## src/design/lipm_pkg.sv

```systemverilog
package lipm_pkg;

  // Default planning horizon.
  localparam int STEPS_DEF = 4;

  // Fixed-point word width (Q8.24).
  localparam int QW = 32;

  // Configuration register indexes.
  localparam int CFG_IDX_W = 3;
  localparam logic [CFG_IDX_W-1:0] CFG_COSH     = 3'd0;
  localparam logic [CFG_IDX_W-1:0] CFG_SINH     = 3'd1;
  localparam logic [CFG_IDX_W-1:0] CFG_TC       = 3'd2;
  localparam logic [CFG_IDX_W-1:0] CFG_INV_TC   = 3'd3;
  localparam logic [CFG_IDX_W-1:0] CFG_INV_TCS  = 3'd4;
  localparam logic [CFG_IDX_W-1:0] CFG_INV_DEN  = 3'd5;

  localparam logic [QW-1:0] Q_ONE = 32'h0100_0000;

  // Micro-program layout.
  localparam int PC_W = 5;
  localparam logic [PC_W-1:0] PC_TS         = 5'd0;
  localparam logic [PC_W-1:0] PC_INIT_FIRST = 5'd1;
  localparam logic [PC_W-1:0] PC_INIT_LAST  = 5'd2;
  localparam logic [PC_W-1:0] PC_AXIS_FIRST = 5'd3;
  localparam logic [PC_W-1:0] PC_AXIS_LAST  = 5'd22;

  // Multiplier operand sources.
  typedef enum logic [4:0] {
    SRC_C, SRC_S, SRC_TS, SRC_OMC, SRC_K, SRC_W10, SRC_TMP, SRC_TC,
    SRC_X0, SRC_V0, SRC_F0, SRC_ITC, SRC_ITS, SRC_IDN, SRC_P, SRC_XI,
    SRC_VI, SRC_E
  } src_t;

  // Accumulator update modes.
  typedef enum logic [2:0] {
    MODE_LD, MODE_ADD, MODE_SUB, MODE_KEEP, MODE_XE, MODE_FT
  } mode_t;

  // Destination of the new accumulator value.
  typedef enum logic [2:0] {
    DST_NONE, DST_TS, DST_V0, DST_XI, DST_VI, DST_E, DST_T2, DST_FT
  } dst_t;

  typedef struct packed {
    src_t  src_a;
    src_t  src_b;
    mode_t mode;
    dst_t  dst;
  } uop_t;

  typedef enum logic [2:0] {
    ST_IDLE, ST_TS, ST_INIT, ST_LEG, ST_AXIS, ST_EMIT
  } state_t;

  // Controller to datapath commands.
  typedef struct packed {
    logic load;
    logic issue;
    logic wb;
    logic leg;
    logic emit;
    logic axis;
    uop_t op;
  } cmd_t;

  // Datapath to controller status.
  typedef struct packed {
    logic slot_free;
    logic first;
  } status_t;

  // Micro-program store.
  function automatic uop_t uop_rom(input logic [PC_W-1:0] pc);
    uop_t u;
    u = '{SRC_C, SRC_X0, MODE_KEEP, DST_NONE};
    unique case (pc)
      5'd0:    u = '{SRC_TC,  SRC_S,   MODE_LD,   DST_TS};
      5'd1:    u = '{SRC_K,   SRC_F0,  MODE_KEEP, DST_NONE};
      5'd2:    u = '{SRC_TMP, SRC_ITS, MODE_LD,   DST_V0};
      5'd3:    u = '{SRC_C,   SRC_X0,  MODE_LD,   DST_NONE};
      5'd4:    u = '{SRC_TS,  SRC_V0,  MODE_ADD,  DST_NONE};
      5'd5:    u = '{SRC_OMC, SRC_F0,  MODE_ADD,  DST_XI};
      5'd6:    u = '{SRC_S,   SRC_X0,  MODE_KEEP, DST_NONE};
      5'd7:    u = '{SRC_TMP, SRC_ITC, MODE_LD,   DST_NONE};
      5'd8:    u = '{SRC_C,   SRC_V0,  MODE_ADD,  DST_NONE};
      5'd9:    u = '{SRC_S,   SRC_F0,  MODE_KEEP, DST_NONE};
      5'd10:   u = '{SRC_TMP, SRC_ITC, MODE_SUB,  DST_VI};
      5'd11:   u = '{SRC_K,   SRC_P,   MODE_KEEP, DST_NONE};
      5'd12:   u = '{SRC_TMP, SRC_ITS, MODE_LD,   DST_NONE};
      5'd13:   u = '{SRC_S,   SRC_XI,  MODE_KEEP, DST_NONE};
      5'd14:   u = '{SRC_TMP, SRC_ITC, MODE_SUB,  DST_NONE};
      5'd15:   u = '{SRC_C,   SRC_VI,  MODE_SUB,  DST_E};
      5'd16:   u = '{SRC_S,   SRC_E,   MODE_KEEP, DST_NONE};
      5'd17:   u = '{SRC_TMP, SRC_ITC, MODE_KEEP, DST_NONE};
      5'd18:   u = '{SRC_TMP, SRC_IDN, MODE_LD,   DST_T2};
      5'd19:   u = '{SRC_C,   SRC_XI,  MODE_XE,   DST_NONE};
      5'd20:   u = '{SRC_TS,  SRC_VI,  MODE_SUB,  DST_E};
      5'd21:   u = '{SRC_W10, SRC_E,   MODE_KEEP, DST_NONE};
      5'd22:   u = '{SRC_TMP, SRC_IDN, MODE_FT,   DST_FT};
      default: u = '{SRC_C,   SRC_X0,  MODE_KEEP, DST_NONE};
    endcase
    return u;
  endfunction

  // Product of +0.5 and a value, rounded toward minus infinity.
  function automatic logic [QW-1:0] half_pos(input logic [QW-1:0] v);
    return {v[QW-1], v[QW-1:1]};
  endfunction

  // Product of -0.5 and a value, rounded toward minus infinity.
  function automatic logic [QW-1:0] half_neg(input logic [QW-1:0] v);
    logic [QW:0] n;
    n = (QW+1)'(0) - {v[QW-1], v};
    return n[QW:1];
  endfunction

endpackage

```

## src/design/lipm_ctrl.sv

```systemverilog
module lipm_ctrl #(
  parameter int STEPS = lipm_pkg::STEPS_DEF,
  localparam int NW = $clog2(STEPS + 1)
) (
  input  logic               clk,
  input  logic               rst_n,
  input  logic               in_valid,
  output logic               in_ready,
  input  lipm_pkg::status_t  status,
  output lipm_pkg::cmd_t     cmd,
  output logic [NW-1:0]      step_n
);

  lipm_pkg::state_t            state_r, state_nxt;
  logic [lipm_pkg::PC_W-1:0]   pc_r, pc_nxt;
  logic                        phase_r, phase_nxt;
  logic                        axis_r, axis_nxt;
  logic [NW-1:0]               n_r, n_nxt;

  // State and sequencing registers.
  always_ff @(posedge clk) begin
    if (!rst_n) begin
      state_r <= lipm_pkg::ST_IDLE;
      pc_r    <= '0;
      phase_r <= 1'b0;
      axis_r  <= 1'b0;
      n_r     <= NW'(1);
    end else begin
      state_r <= state_nxt;
      pc_r    <= pc_nxt;
      phase_r <= phase_nxt;
      axis_r  <= axis_nxt;
      n_r     <= n_nxt;
    end
  end

  // Next state and commands.
  always_comb begin
    state_nxt = state_r;
    pc_nxt    = pc_r;
    phase_nxt = phase_r;
    axis_nxt  = axis_r;
    n_nxt     = n_r;
    in_ready  = 1'b0;
    cmd       = '0;
    cmd.axis  = axis_r;
    cmd.op    = lipm_pkg::uop_rom(pc_r);
    unique case (state_r)
      lipm_pkg::ST_IDLE: begin
        in_ready = 1'b1;
        if (in_valid) begin
          cmd.load  = 1'b1;
          state_nxt = lipm_pkg::ST_TS;
          pc_nxt    = lipm_pkg::PC_TS;
          phase_nxt = 1'b0;
          n_nxt     = NW'(1);
        end
      end
      lipm_pkg::ST_TS: begin
        cmd.issue = !phase_r;
        cmd.wb    = phase_r;
        phase_nxt = !phase_r;
        if (phase_r) begin
          if (status.first) begin
            state_nxt = lipm_pkg::ST_INIT;
            pc_nxt    = lipm_pkg::PC_INIT_FIRST;
            axis_nxt  = 1'b1;
          end else begin
            state_nxt = lipm_pkg::ST_LEG;
          end
        end
      end
      lipm_pkg::ST_INIT: begin
        cmd.issue = !phase_r;
        cmd.wb    = phase_r;
        phase_nxt = !phase_r;
        if (phase_r) begin
          if (pc_r == lipm_pkg::PC_INIT_LAST) begin
            state_nxt = lipm_pkg::ST_LEG;
          end else begin
            pc_nxt = pc_r + 1'b1;
          end
        end
      end
      lipm_pkg::ST_LEG: begin
        cmd.leg   = 1'b1;
        axis_nxt  = 1'b0;
        pc_nxt    = lipm_pkg::PC_AXIS_FIRST;
        phase_nxt = 1'b0;
        state_nxt = lipm_pkg::ST_AXIS;
      end
      lipm_pkg::ST_AXIS: begin
        cmd.issue = !phase_r;
        cmd.wb    = phase_r;
        phase_nxt = !phase_r;
        if (phase_r) begin
          if (pc_r == lipm_pkg::PC_AXIS_LAST) begin
            if (!axis_r) begin
              axis_nxt = 1'b1;
              pc_nxt   = lipm_pkg::PC_AXIS_FIRST;
            end else begin
              state_nxt = lipm_pkg::ST_EMIT;
            end
          end else begin
            pc_nxt = pc_r + 1'b1;
          end
        end
      end
      lipm_pkg::ST_EMIT: begin
        if (status.slot_free) begin
          cmd.emit = 1'b1;
          if (n_r == NW'(STEPS)) begin
            state_nxt = lipm_pkg::ST_IDLE;
          end else begin
            n_nxt     = n_r + 1'b1;
            state_nxt = lipm_pkg::ST_LEG;
          end
        end
      end
      default: state_nxt = lipm_pkg::ST_IDLE;
    endcase
  end

  assign step_n = n_r;

  // The shared multiplier is never issued back to back.
  a_issue_spaced: assert property (@(posedge clk) disable iff (!rst_n)
    cmd.issue |=> !cmd.issue)
    else $error("multiplier issued in consecutive cycles");

  // A result is only written when the output register can take it.
  a_emit_free: assert property (@(posedge clk) disable iff (!rst_n)
    cmd.emit |-> status.slot_free)
    else $error("result written over a waiting beat");

  // The final step of a horizon returns the controller to idle.
  a_last_idle: assert property (@(posedge clk) disable iff (!rst_n)
    (cmd.emit && (n_r == NW'(STEPS))) |=> (state_r == lipm_pkg::ST_IDLE))
    else $error("controller did not finish after the last step");

endmodule

```

## config.mk

```make
export PLATFORM = sky130hd
export DESIGN_NAME = lipm_ctrl
export DESIGN_NICKNAME = d
export VERILOG_FILES = /design/src/design/lipm_pkg.sv /design/src/design/lipm_ctrl.sv
export SDC_FILE = /design/constraint.sdc
export NUM_CORES = 1
export LEC_CHECK = 0
export ABC_AREA = 1
export BUFFER_PORTS_ARGS = -buffer_cell sky130_fd_sc_hd__buf_2
export CAP_MARGIN = 25
export CORE_MARGIN = 2
export CORE_UTILIZATION = 35
export DETAILED_ROUTE_END_ITERATION = 6
export GPL_TIMING_DRIVEN = 0
export PLACE_DENSITY = 0.53
export SLEW_MARGIN = 10
export SYNTH_ARGS = -nofsm -noshare
export SYNTH_HDL_FRONTEND = slang
export SYNTH_SLANG_ARGS = --single-unit
```

## constraint.sdc

```tcl
create_clock -name clk -period 2.3 [get_ports clk]
set_input_delay 0.115 -clock clk [delete_from_list [all_inputs] [get_ports clk]]
set_output_delay 0.115 -clock clk [all_outputs]
set_load 0.01 [all_outputs]
```

# Word level (Yosys, flattened, before mapping)
# Memory sizes are Yosys's and may differ from the RTL's. A register that Yosys moved wholly into a read port is not among the register bits.
# Cells that the tools add are included.
[word_totals]
register_bits = 13
mem_count = 1
in_bits = 5
output_inout_bits = 26
rom_bits = 448
[mem_list]
columns = ["memory", "depth", "width", "read_ports", "rd_clocked_by_memory_dff", "wr", "line_no", "source"]
rows = [
  ["(no name shown)", 32, 14, 1, 1, 0, "lipm_pkg.sv:77", "unique case (pc)"],
]
[classes]
addsub = 2
n_reduce_logical = 12
eq_ne = 20
muxes = 39
[op_table]
columns = ["op", "count"]
rows = [
  ["2-to-1 mux 5 bit", 10],
  ["2-to-1 mux 3 bit", 10],
  ["case mux 5 bit (5 select lines)", 1],
  ["!= test 2 bit, second input constant", 11],
  ["case mux 3 bit (6 select lines)", 1],
  ["AND reduction 8 bit", 2],
  ["2-to-1 mux 1 bit", 12],
  ["== test 3 bit, second input constant", 3],
  ["== test 3 x 2 -> 1 bit, second input constant", 2],
  ["case mux 1 bit (3 select lines)", 2],
  ["case mux 3 bit (2 select lines)", 1],
  ["nonzero test 3 bit", 2],
  ["adder 5 x 1 -> 5 bit, second input constant", 1],
  ["== test 5 x 2 -> 1 bit, second input constant", 1],
  ["== test 5 bit, second input constant", 1],
  ["AND reduction 5 bit", 1],
  ["nonzero test 5 bit", 1],
  ["2-to-1 mux 2 bit", 2],
  ["AND reduction 4 bit", 1],
  ["adder 3 x 1 -> 3 bit, second input constant", 1],
  ["== test 3 x 1 -> 1 bit, second input constant", 1],
  ["zero test 3 bit", 1],
  ["!= test 3 bit, second input constant", 1],
  ["OR reduction 3 bit", 1],
  ["3 further kinds", 3],
]

# Depth between registers and ports, before layout
[logic_depth]
depth_word = 6
ltp_mapped = 19
depth_no_buf = 19

# Worst setup path before layout
# OpenSTA, ideal clock, no wires.
[synth_path]
path_kind = "reg-to-reg"
startpoint = "reg pc_r[0] (netlist bit)"
endpoint = "reg, netlist name cmd[3]"
path_slack_ns = 0.100
t_arrival_ns = 2.082
n_path_buf = 0
stages_incl_launch_ff = 18
setup_time_ns = 0.119
period_less_slack_ns = 2.200
cell_sequence = "dfxtp_1 > inv_1 > ha_1 > inv_1 > nor2_1 > nand2_1 > nor2_1 > nor2_1 > nand3_4 > nand2_1 > nand2_1 > nand2_1 > inv_1 > ha_1 > nand3_1 > nand3_1 > nand3_1 > nand2_1"
[synth_between]
elab_chain_cells = 6
elab_cells_between_ends = 13
[synth_lines]
columns = ["element", "line_no", "source"]
rows = [
  ["start, declared", "lipm_ctrl.sv:15", "logic [lipm_pkg::PC_W-1:0] pc_r, pc_nxt;"],
  ["start signal, assigned", "lipm_ctrl.sv:30", "pc_r <= pc_nxt;"],
  ["adder 5 x 1 -> 5 bit or == test 5 bit (tied branches)", "lipm_ctrl.sv:81, lipm_ctrl.sv:105, lipm_ctrl.sv:97", ""],
  ["2-to-1 mux 5 bit (on tied branches)", "lipm_ctrl.sv:97, lipm_ctrl.sv:78", ""],
  ["2-to-1 mux 5 bit (on tied branches)", "lipm_ctrl.sv:96, lipm_ctrl.sv:77", ""],
  ["case mux 5 bit (5 select lines)", "lipm_ctrl.sv:48", "unique case (state_r)"],
  ["2-to-1 mux 5 bit (no line) * (2 in a row)", "--", ""],
]
# Every way passes the cells marked *; elsewhere a longest branch is shown, timed or not. The select of a mux whose other input is x is not followed.
# A chain may end at the register's enable or synchronous reset.

# Worst setup path after layout
[layout_path]
startpoint = "reg pc_r[0] (netlist bit)"
endpoint = "reg, netlist name cmd[3]"
[layout_between]
elab_chain_cells = 6
elab_cells_between_ends = 13
[layout_lines]
columns = ["element", "line_no"]
rows = [
  ["adder 5 x 1 -> 5 bit or == test 5 bit (tied branches)", "lipm_ctrl.sv:81, lipm_ctrl.sv:105, lipm_ctrl.sv:97"],
  ["2-to-1 mux 5 bit (on tied branches)", "lipm_ctrl.sv:97, lipm_ctrl.sv:78"],
  ["2-to-1 mux 5 bit (on tied branches)", "lipm_ctrl.sv:96, lipm_ctrl.sv:77"],
  ["case mux 5 bit (5 select lines)", "lipm_ctrl.sv:48"],
  ["2-to-1 mux 5 bit (no line) * (2 in a row)", "--"],
]
# Marked as above.

==> qor.csv <==
stage,metric,value,unit
pwr,power_leakage,0.00130,uW
clock_network,numCtsBuffers,3,
detailed_routing,antenna_left,0,
synth,synthTopCellsByArea,"dfxtp_1 (28%), nand2_1 (18%), nand3_1 (9.1%)",
synth,netlist_instances,290,
floorplan,dieHeight,78.0,um
pwr,peakVddDrop,691,uV
finish,final_cell_mix,"nand2_1 (85), inv_1 (32), nand3_1 (30)",
sta,rsz0062_at_grt,yes,
finish,fin_nets,351,
clock_network,ctsHoldBuffers,0,
synth,synth.avg_cell_area,6.61,um^2
synth,synth_largest_area_cell,dfxtp_1,
finish,diodes,0,
floorplan,initial_core_util,0.368,
synth,ys_ff_latch,27,
detailed_routing,drtIter0Drc,96,
clock_network,cts_tree,done,
sta,drv_slew,0,
detailed_routing,route.detailed.drc,0,
outcome,status,"finished, final reports clean",
sta,setup_tns,0,ns
synth,ys_seq_area_frac,0.282,
run,maxCapViolCount,0,
sta,max_freq,458,MHz
finish,area_delta_synth_final,26.6,%
sta,finalClockSkew,0.00695,ns
pwr,p_clk_frac,0.077,
pwr,p_sw_frac,0.517,
pwr,p_comb_frac,0.716,
critical_path,worstSetupEndpointType,flop,
clock_network,clock_sinks,27,
grt,grt_usage,0.154,
placement,dp_hpwl,3430,um
pwr,p_sw,1960,uW
grt,grt-ovfl-total,0,
synth,netlist.area_leader.share,0.282,
floorplan,die_x,78.0,um
grt,grt_max_degree,18,
clock_network,path_clk_slew,0.10,ns
synth,synth.distinct_cells,30,
placement,gp_congestion,0.864,
grt,antenna_found_initial,0,
floorplan,row_count,26,
sta,min_period,2.19,ns
pwr,power_frac_seq,0.207,
floorplan,coreArea,0.00520,mm^2
clock_network,h-tree-depth,1,
finish,drive_gt1_frac,0.314,
clock_network,cts_buffer_depth,2,
sta,fin_crit_sh,0.950,
detailed_routing,vias,1866,
finish,final_common_cell,nand2_1,
sta,finalHoldViolations,0,
synth,ys_warn_count,0,
grt,grt_pass1_wl,7780,um
sta,worstMarginPinSlew,0.617,ns
critical_path,worstSetupStartpointType,flop,
grt,grt_pass1_vias,1650,
detailed_routing,drt-wirelength-per-cell,11.4,um
detailed_routing,drtPass1Iterations,4,
critical_path,path_class,reg -> reg,
detailed_routing,avgViaCountPerCell,4.62,
placement,port_buffers,28,
clock_network,clk_latency,0.28,ns
sta,setup_viol,0,
sta,relSlewSlack,0.589,
floorplan,pin_count,31,
clock_network,cts-root-buf,clkbuf_8,
hold_path,min_path_type,in -> reg,
critical_path,path_max_fanout,7,
critical_path,required,2.48,ns
detailed_routing,wl,4620,um
floorplan,dieArea,0.00608,mm^2
pwr,intPower,1830,uW
synth,synth_area,0.00192,mm^2
finish,post-route-util,0.466,
pwr,power.density,1560,mW/mm^2
critical_path,arrival,2.36,ns
==> per-layer routing <==
layer | up-vias | wire length (um) | global-route usage | share of wire
met5 | - | 0 | 0 | 0
met4 | 0 | 25 | 0.0228 | 0.0054
met3 | 2 | 127 | 0.0209 | 0.027
met2 | 27 | 2000 | 0.228 | 0.43
met1 | 827 | 2470 | 0.239 | 0.53
li1 | 1010 | - | - | -
==> worst max-delay path, stage by stage, from the launching register on <==
cell     delay [ns]
dfxtp_2        0.37
inv_2          0.05
ha_1           0.18
inv_1          0.09
nor2_4         0.05
nand3_2        0.08
nor2_4         0.05
nor2_8         0.15
nand3_4        0.11
nand2_4        0.09
nand3_4        0.14
buf_4          0.20
ha_4           0.16
nand3_2        0.11
nand3_2        0.09
nand3_1        0.11
nand2_1        0.06
==> final cells by class <==
| cell class | count | area, um^2 |
|---|---|---|
| well taps | 70 | 87.6 |
| fillers | 567 | 2780 |
| plain buffers | 7 | 50.0 |
| inverters | 41 | 164 |
| clock buffers | 3 | 41.3 |
| multi-input cells | 216 | 1310 |
| clock inverters | 1 | 8.76 |
| flip-flops and latches | 27 | 547 |
| repair buffers | 39 | 223 |
==> through the flow <==
step	cells	instance area, um^2	setup WS (ns)	hold WS (ns)	total power [uW]
finish	404	2430	0.114	0.269	3780
global route	404	2430	-0.0267	0.290	4180
CTS	396	2270	0.00730	0.282	3530
detailed placement	389	2150	-0.320	0.497	3080
global placement	389	2150	-0.349	0.500	3100
floorplan	291	1920	0.0997	0.317	2540
==> flip-flops by register name, indices dropped and copies added (netlist names) <==
register and cells:
cmd 14, pc_r 5, step_n 3, phase_r 1, axis_r 1, state_r 3
==> synth_stat cells (all sizes together) <==
cell type  count
a21oi          7
clkbuf         1
nand3         42
o21ai         14
nand3b         2
xor2           4
nor3           2
nand4          1
ha            11
o211ai         4
a21boi         1
nand2         99
a211oi         4
or2            1
inv           41
buf            6
dfxtp         27
conb           1
nor2          22
==> power groups by stage <==
stage	Combinational (uW)	Sequential, uW	Clock [uW]
after global routing	3050	806	316
final	2710	782	291
after CTS	2460	774	300
after detailed placement	2310	779	0
after floorplan	1720	825	0
after global placement	2320	778	0
==> path summary, 6_finish.rpt <==
kind	slack [ns]	endpoint	cells after the start	from
worst max-delay path	0.11	cmd[3]$_DFF_P_	16	pc_r[0]$_SDFFE_PN0N_
worst min-delay path	0.27	cmd[1]$_DFF_P_	3	rst_n
worst max register to register	0.11	cmd[3]$_DFF_P_	16	pc_r[0]$_SDFFE_PN0N_
worst min register to register	0.51	phase_r$_SDFFE_PN0P_	2	phase_r$_SDFFE_PN0P_
==> timing repair <==
action	CTS	global route
hold endpoints to repair	0	0
endpoints found under the setup margin	14	14
setup buffers	3	8
gates resized for setup	13	30
pin swaps	4	10
==> cells by family after synthesis <==
logic type,after synthesis,share of synthesized area
and+or+nand+nor,169,0.428
buffers and inverters,48,0.108
AOI/OAI and AO/OA,30,0.0901
DFF,27,0.282
adders and majority gates,11,0.0718
xor gates and xnor gates,4,0.0183
other,1,0.00196
Note: power is estimated with default switching activity, not from simulation.
